===== config.mk =====
export PLATFORM = sky130hd
export DESIGN_NAME = rabf_mix
export DESIGN_NICKNAME = d
export VERILOG_FILES = /design/src/rabf_pkg.sv /design/src/rabf_mix.sv
export SDC_FILE = /design/constraint.sdc
export NUM_CORES = 1
export LEC_CHECK = 0
export BUFFER_PORTS_ARGS = -buffer_cell sky130_fd_sc_hd__clkbuf_2
export CORE_AREA = 2 2 179 181
export DETAILED_ROUTE_END_ITERATION = 8
export DIE_AREA = 0 0 181 183
export PLACE_DENSITY = 0.71
export SKIP_CTS_REPAIR_TIMING = 1
export SYNTH_ARGS = -nofsm -noshare
export SYNTH_HDL_FRONTEND = slang
export SYNTH_SLANG_ARGS = --single-unit

===== constraint.sdc =====
create_clock -name clk -period 18 [get_ports clk]
set_input_delay 3.6 -clock clk [delete_from_list [all_inputs] [get_ports clk]]
set_output_delay 3.6 -clock clk [all_outputs]
set_load 0.1 [all_outputs]

===== src/rabf_pkg.sv =====
// Shared types and constants for the rotated alpha-blend framebuffer.
// Used by rabf_mix and rotated_alpha_blend_framebuffer_unit; depends on nothing.

package rabf_pkg;

    // Full-scale channel value and alpha weight.
    localparam logic [7:0] CH_MAX     = 8'd255;
    localparam logic [7:0] ALPHA_FULL = 8'hFF;
    localparam logic [7:0] ALPHA_NONE = 8'h00;

    typedef enum logic [1:0] {
        FN_BLEND = 2'd0,
        FN_CLEAR = 2'd1,
        FN_READ  = 2'd2
    } func_t;

    typedef enum logic [1:0] {
        ROT_0   = 2'd0,
        ROT_90  = 2'd1,
        ROT_180 = 2'd2,
        ROT_270 = 2'd3
    } rot_t;

    typedef enum logic [2:0] {
        ST_IDLE,
        ST_MAP,
        ST_ADDR,
        ST_READ,
        ST_FETCH,
        ST_WB,
        ST_RESP,
        ST_CLR
    } state_t;

endpackage


===== src/rabf_mix.sv =====
// Per-channel alpha mixer: (c*a + old*(255-a))/255, truncated, for RGB888.
// One register stage holds the weighted sums; the divide by 255 follows it.
// Depends on rabf_pkg.

module rabf_mix
    import rabf_pkg::*;
(
    input  logic        clk,
    input  logic        load,
    input  logic [23:0] colour,
    input  logic [23:0] old_pixel,
    input  logic [7:0]  alpha,
    output logic [23:0] mixed
);

    logic [15:0] sum_reg [3];
    logic [7:0]  inv_alpha;

    assign inv_alpha = CH_MAX - alpha;

    always_ff @(posedge clk)
    begin
        if (load)
        begin
            for (int ch = 0; ch < 3; ch++)
            begin
                sum_reg[ch] <= 16'(colour[ch*8 +: 8] * alpha)
                             + 16'(old_pixel[ch*8 +: 8] * inv_alpha);
            end
        end
    end

    // The sum never exceeds 255*255, where (s + s/256 + 1)/256 equals s/255 exactly.
    always_comb
    begin
        logic [16:0] adj;
        for (int ch = 0; ch < 3; ch++)
        begin
            adj = 17'(sum_reg[ch]) + 17'(sum_reg[ch][15:8]) + 17'd1;
            mixed[ch*8 +: 8] = adj[15:8];
        end
    end

endmodule

==> run metrics, run 1 <==
Yosys cell types=43; Post-synth ARST share=0; most frequent CP cell=fa_1; DR WL/cell=around 15 µm; Final GP Congestion=between 0.8 and 0.9; crit-path cells=clkbuf_2 > buf_4 > nand2_1 > fa_1 > fa_1 > inv_1 > fa_1 > fa_1 > fa_1 > inv_1 > fa_1 > inv_1 > ha_1 > a211o_1 > a211oi_1 > o21bai_1 > mux2i_1 > a211oi_1; Rel. slew slack=0.560; clock transition at the registers of the reported paths=~0.070 ns; H-tree lvl count=2; Clock Root Buffer=clkbuf_16; Antenna diodes=0; layout cell share with drive strength beyond 1=0.0624; CTS Buf Count=5; cell taking the most area after synthesis=fa_1; IO buf count=81; MaxCap Viol Count=0; first-pass GRT wire length=55600 µm; Hold Crit Class=input port to flop; Initial Util=0.494; register area=1440 µm²; Worst-Margin Slew=between 0.6 and 0.7 ns; metal2 WL=16400 µm; clock sink total=48; fill count=2881; Synth top area share=0.374; row count=65; multi-input logic area=12300 µm²; crit path launch type=input port; Initial DRT Pass Iterations=5; Die Y=183 µm; ranking of synthesized cells by area=fa_1 37%, ha_1 17%, inv_1 10%; YS warnings=0; Met1 Wirelength=13800 µm; prevailing post-synth register cell=edfxtp_1; Synth Instances=1641; RSZ-0062 raised after global routing=false; crit path DAT=9.02 ns; largest net degree at the start of global routing=between 40 and 50; CP max-delay cell=fa_1; endpoints failing hold=0; WL final=31800 µm; GRT Overall Usage=0.207; post-route setup TNS=0 ns; clk buf depth=2; commonest non-fill, non-tap cell in the layout=inv_1; number of flip-flops under the largest register name=48; DR WL met3=about 1200 µm; TritonCTS clock tree=yes; DP HPWL=25600 µm; DRC=0; die area=33100 µm²; Mapped Area=15400 µm²; crit-path max cell delay=0.55 ns; status=completed; vias per cell=5.11; Slew Viols, Final=0; Post-synth EDFFs=48; # IOs=between 80 and 90; Layout Nets=2251; post-synthesis sequential area ratio=0.0934; final antenna-violating net count=0; Crit path max-delay family=adder cells; Detailed Route Iter0 Violations=around 440; core area=31200 µm²; chip width=between 150 and 200 µm; Syn Area/Cell=9.40 µm²; final setup vio count=0; hold slack=3.76 ns; Fmax=between 100 and 150 MHz; vias=around 11000; area added between synthesis and finish=6.29%; number of global-route vias before repair=11655; Worst setup EP type=flop; synthesized flop and latch total=between 40 and 50; Tmin final=8.89 ns; Max Used Layer=met4; fin crit share=0.494; crit path kind=input port to flop; CP max FO=48; Crit path buffers/inverters=5; initial antenna violation count=0; worst path required time=18.14 ns; total grt overflow=0; most frequent cells in the layout=417 x inv_1, 288 x fa_1, 207 x ha_1, 136 x nor2b_1, 111 x and2_1
Yosys cell counts (all sizes together) (2+ instances only):
cell type	n
a21oi	33
mux2	3
o21a	4
o21bai	7
nand2	102
a31oi	2
o211ai	4
xnor2	51
o311ai	2
edfxtp	48
o2111ai	2
nor2	10
nand4	7
and2	111
o21ai	23
nor3	7
xor2	17
a21o	13
ha	207
nor2b	136
nand2b	59
a311oi	2
clkbuf	42
inv	417
a211oi	11
and3	7
nand3	16
fa	288
kinds of logic after synthesis:
logic type | synth area share
other | 0.000243
XOR/XNOR | 0.0386
AO/OA/AOI/OAI | 0.0465
multiplexers | 0.00284
AND/OR/NAND/NOR | 0.165
flip-flops | 0.0934
adder cells (fa/ha/maj) | 0.541
buffers and inverters | 0.112
per-layer routing:
metal  GRT usage  up-vias
met5           0        -
met4      0.0452        0
met3      0.0165       23
met2       0.373      224
met1       0.273     5450
li1            -     5037
per-stage QoR:
step | std cells | utilization | worst slack (ns) | instance area, µm²
2_1_floorplan | 1643 | - | 9.18 | 15400
4_1_cts | 2101 | 0.525 | 9.15 | 16400
6_report | 2101 | 0.525 | 9.11 | 16400
3_5_place_dp | 2093 | 0.521 | 8.81 | 16300
3_3_place_gp | 2093 | 0.521 | 8.94 | 16300
5_1_grt | 2101 | 0.525 | 8.80 | 16400
area by class of cell:
| cell class | count | area share |
|---|---|---|
| Inverter | 417 | 0.0954 |
| Sequential cell | 48 | 0.0879 |
| Multi-Input combinational cell | 1136 | 0.748 |
| Clock inverter | 2 | 0.000992 |
| Timing Repair Buffer | 90 | 0.0288 |
| Tap cell | 402 | 0.0307 |
| Clock buffer | 6 | 0.00786 |
path summary, 6_finish.rpt:
kind / from / to / slack (ns) / cells after the start
min: colour[8] / sum_reg[0][16] / 3.76 / 2
max: alpha[1] / sum_reg[0][29] / 9.11 / 18
Power of run 1 is not shown: default switching activity piles up to over one toggle a cycle in this logic, so the estimate is an artifact.
==> inputs of run 2 (changes only) <==
--- a/config.mk
+++ b/config.mk
@@ -9,7 +9,7 @@
 export CORE_AREA = 2 2 179 181
 export DETAILED_ROUTE_END_ITERATION = 8
 export DIE_AREA = 0 0 181 183
-export PLACE_DENSITY = 0.71
+export PLACE_DENSITY = 0.73
 export SKIP_CTS_REPAIR_TIMING = 1
 export SYNTH_ARGS = -nofsm -noshare
 export SYNTH_HDL_FRONTEND = slang
==> constraint.sdc (replaced) <==
create_clock -name clk -period 8 [get_ports clk]
set_input_delay 1.6 -clock clk [delete_from_list [all_inputs] [get_ports clk]]
set_output_delay 1.6 -clock clk [all_outputs]
set_load 0.1 [all_outputs]
==> run metrics, run 2 (synthesis results as in run 1) <==
number of flip-flops under the largest register name=48 (unchanged); hold path cells=2 (unchanged); Clock Root Buffer=clkbuf_16; Worst setup EP type=flop; crit path launch type=input port; Detailed Route Iter0 Violations=429 (-2.1%); crit path kind=input port to flop; WL final=32200 µm (+1.1%); largest net degree at the start of global routing=49 (unchanged); crit-path cells=clkbuf_2 > buf_4 > nand2b_1 > fa_1 > inv_1 > fa_1 > fa_1 > fa_1 > fa_1 > inv_1 > fa_1 > inv_1 > ha_1 > a21oi_1 > a21oi_1 > a211oi_1 > nand2_1 > a311oi_1 > xnor2_1; DP HPWL=26600 µm (+3.9%); Initial Util=0.494 (unchanged); DR WL/cell=15.3 µm (+0.77%); vias=10696 (-0.35%); first-pass GRT wire length=55900 µm (+0.51%); hold slack=1.79 ns (-1.98 ns); area added between synthesis and finish=6.67%; clock sink total=48 (unchanged); CTS Buf Count=5 (unchanged); area post-placement=16300 µm² (+0.35%); Met1 Wirelength=14000 µm (+1.3%); CP max-delay cell=fa_1; # IOs=82 (unchanged); worst path required time=8.06 ns (-10.08 ns); clk buf depth=2 (unchanged); total grt overflow=0 (unchanged); most frequent CP cell=fa_1; Slew Viols, Final=0 (unchanged); crit path DAT=7.17 ns (-1.85 ns); DR WL met3=1170 µm (-5.3%); clock transition at the registers of the reported paths=0.07 ns (about the same); CP max FO=36 (-25%); die area=33100 µm² (unchanged); fill count=2857 (-0.83%); chip width=181 µm (unchanged); Tmin final=approximately 7.1 ns; DRC=0 (unchanged); status=completed; Hold Crit Class=input port to flop; design area=16500 µm² (+0.36%); core area=31200 µm² (unchanged); vias per cell=5.08 (-0.64%); endpoints failing hold=0 (unchanged); Initial DRT Pass Iterations=5 (unchanged); Antenna diodes=0 (unchanged); final cell count without fillers=2107 (+0.29%); MaxCap Viol Count=0 (unchanged); layout cell share with drive strength beyond 1=0.0657 (+0.00330); Fmax=about 140 MHz; Final GP Congestion=0.846 (+1.0%); Worst-Margin Slew=0.936 ns (+0.275 ns); row count=65 (unchanged); most frequent cells in the layout=417 x inv_1, 288 x fa_1, 207 x ha_1, 136 x nor2b_1, 111 x and2_1; post-route setup TNS=0 ns (unchanged); final antenna-violating net count=0 (unchanged); Layout Nets=2257 (+0.27%); final setup vio count=0 (unchanged); crit-path max cell delay=0.52 ns (-0.03 ns); TritonCTS clock tree=yes; number of global-route vias before repair=11621 (-0.29%); GRT Overall Usage=0.209 (+0.00286); fin crit share=0.888; RSZ-0062 raised after global routing=false; IO buf count=81 (unchanged); initial antenna violation count=1 (+1); Max Used Layer=met5; H-tree lvl count=2 (unchanged); metal2 WL=16600 µm (+1.0%); Die Y=183 µm (unchanged); commonest non-fill, non-tap cell in the layout=inv_1; Placed Instances=2099 (+0.29%); Rel. slew slack=0.376 (-0.184)
## run 2: cell type report
| cell class | instances | area [µm²] | share of cell area |
|---|---|---|---|
| Multi-Input combinational cell | 1136 | 12300 | 0.746 |
| Inverter | 417 | 1570 | 0.0951 |
| Sequential cell | 48 | 1440 | 0.0876 |
| Timing Repair Buffer | 96 | 531 | 0.0322 |
| Tap cell | 402 | 503 | 0.0306 |
| Clock buffer | 5 | 125 | 0.00760 |
| Clock inverter | 3 | 21.3 | 0.00129 |
## run 2: metrics by stage
| stage | worst slack, ns | util |
|---|---|---|
| 2_1_floorplan | 1.18 | - |
| 3_3_place_gp | 0.779 | 0.522 |
| 3_5_place_dp | 0.616 | 0.522 |
| 4_1_cts | 0.942 | 0.527 |
| 5_1_grt | 0.531 | 0.527 |
| 6_report | 0.894 | 0.527 |
## run 2: layer usage
metal	global-route usage	vias to the layer above
li1	-	5055
met1	0.270	5388
met2	0.387	221
met3	0.0193	30
met4	0.0416	2
met5	0	-
## run 2: critical path: cells and delay by family
kind / cells / cell delay [ns]
xor gates and xnor gates: 1 / 0.11
AOI/OAI and AO/OA: 4 / 0.88
and+or+nand+nor: 2 / 0.35
adders and majority gates: 7 / 3.13
buffers and inverters: 5 / 1.06
## run 2: final timing paths
path	slack (ns)	startpoint	endpoint
worst max-delay path	0.89	alpha[2]	sum_reg[0][47]
worst min-delay path	1.79	colour[16]	sum_reg[0][32]
Power of run 2 is left out for the same reason.
==> inputs of run 3 (changes only) <==
--- a/config.mk
+++ b/config.mk
@@ -9,7 +9,7 @@
 export CORE_AREA = 2 2 179 181
 export DETAILED_ROUTE_END_ITERATION = 8
 export DIE_AREA = 0 0 181 183
-export PLACE_DENSITY = 0.73
+export PLACE_DENSITY = 0.69
 export SKIP_CTS_REPAIR_TIMING = 1
 export SYNTH_ARGS = -nofsm -noshare
 export SYNTH_HDL_FRONTEND = slang
==> run metrics, run 3 (synthesis results as in run 1) <==
status=completed; number of flip-flops under the largest register name=48 (unchanged); hold slack=1.77 ns (-0.0172 ns); most frequent CP cell=fa_1; Clock Root Buffer=clkbuf_16; die area=33100 µm² (unchanged); CP max FO=39 (+8.3%); Antenna diodes=0 (unchanged); Detailed Route Iter0 Violations=363 (-15%); Worst setup EP type=flop; chip width=181 µm (unchanged); worst path required time=8.07 ns (about the same); Initial Util=0.494 (unchanged); Fmax=142 MHz (+1.0%); area added between synthesis and finish=6.85%; Place WS=0.645 ns (+0.0284 ns); WP depth=18 (-1); final setup vio count=0 (unchanged); CP max-delay cell=clkbuf_2; WL final=32400 µm (+0.83%); Max Used Layer=met4; Tmin final=7.04 ns (-0.0705 ns); Crit path buffers/inverters=4 (-1); DR WL/cell=15.4 µm (+0.73%); Worst Slack Setup Final=0.964 ns (+0.0705 ns); Final GP Congestion=0.848 (+0.17%); # IOs=82 (unchanged); row count=65 (unchanged); first-pass GRT wire length=56400 µm (+0.91%); DP HPWL=26900 µm (+1.2%); CTS Buf Count=5 (unchanged); endpoints failing hold=0 (unchanged); Worst-Margin Slew=0.911 ns (-0.0247 ns); post-route setup TNS=0 ns (unchanged); final cell count without fillers=2109 (+0.095%); MaxCap Viol Count=0 (unchanged); crit-path cells=clkbuf_2 > nand2_1 > fa_1 > fa_1 > inv_1 > fa_1 > fa_1 > fa_1 > inv_1 > fa_1 > inv_1 > ha_1 > a21oi_1 > a21oi_1 > a211oi_1 > nand2_1 > a311oi_1 > xnor2_1; GRT Overall Usage=0.211 (+0.00107); crit path launch type=input port; Layout Nets=2259 (+0.089%); clock transition at the registers of the reported paths=0.08 ns (about the same); largest net degree at the start of global routing=49 (unchanged); fill count=2939 (+2.9%); TritonCTS clock tree=yes; crit-path max cell delay=0.67 ns (+0.15 ns); layout cell share with drive strength beyond 1=0.0668 (+0.00109); IO buf count=81 (unchanged); hold path cells=2 (unchanged); Slew Viols, Final=0 (unchanged); clk buf depth=2 (unchanged); metal2 WL=16800 µm (+1.0%); number of global-route vias before repair=11835 (+1.8%); DRC=0 (unchanged); final antenna-violating net count=0 (unchanged); core area=31200 µm² (unchanged); most frequent cells in the layout=417 x inv_1, 288 x fa_1, 207 x ha_1, 136 x nor2b_1, 111 x and2_1; fin crit share=0.879 (-0.00882); initial antenna violation count=0 (-1); Crit path max-delay family=adder cells; Initial DRT Pass Iterations=4 (-1); RSZ-0062 raised after global routing=false; Rel. slew slack=0.393 (+0.0165); Hold Crit Class=input port to flop; vias per cell=5.09 (+0.31%); DR WL met3=1150 µm (-2.0%); Placed Instances=2101 (+0.095%); vias=10739 (+0.40%); crit path kind=input port to flop; clock sink total=48 (unchanged); commonest non-fill, non-tap cell in the layout=inv_1; total grt overflow=0 (unchanged); Die Y=183 µm (unchanged); crit path DAT=7.10 ns (-0.07 ns); H-tree lvl count=2 (unchanged); Met1 Wirelength=14100 µm (+0.70%)
run 3: cell types whose count changed in the layout (fill, tap and decap cells not counted), sizes merged:
cell,before,now
buf,15,17
run 3: final cells by class:
class,instances,area (µm²),area share
multi-input combinational,1136,12300,0.744
inverter,417,1570,0.0949
timing repair buffer,98,558,0.0338
tap,402,503,0.0305
sequential,48,1440,0.0874
clock buffer,5,125,0.00759
clock inverter,3,21.3,0.00129
run 3: path summary, 6_finish.rpt:
check	end	slack (ns)	start
setup / recovery	sum_reg[0][47]	0.96	alpha[2]
hold / removal	sum_reg[0][16]	1.77	colour[8]
run 3: per-stage QoR:
stage / util / area, µm²
floorplan: - / 15400
global placement: 0.523 / 16300
detailed placement: 0.523 / 16300
CTS: 0.528 / 16500
global route: 0.528 / 16500
finish: 0.528 / 16500
run 3: layer usage:
layer / track usage / vias to the layer above
met5: 0 / -
met4: 0.0507 / 0
met3: 0.0175 / 29
met2: 0.387 / 197
met1: 0.270 / 5461
li1: - / 5052
Power of run 3 is left out for the same reason.
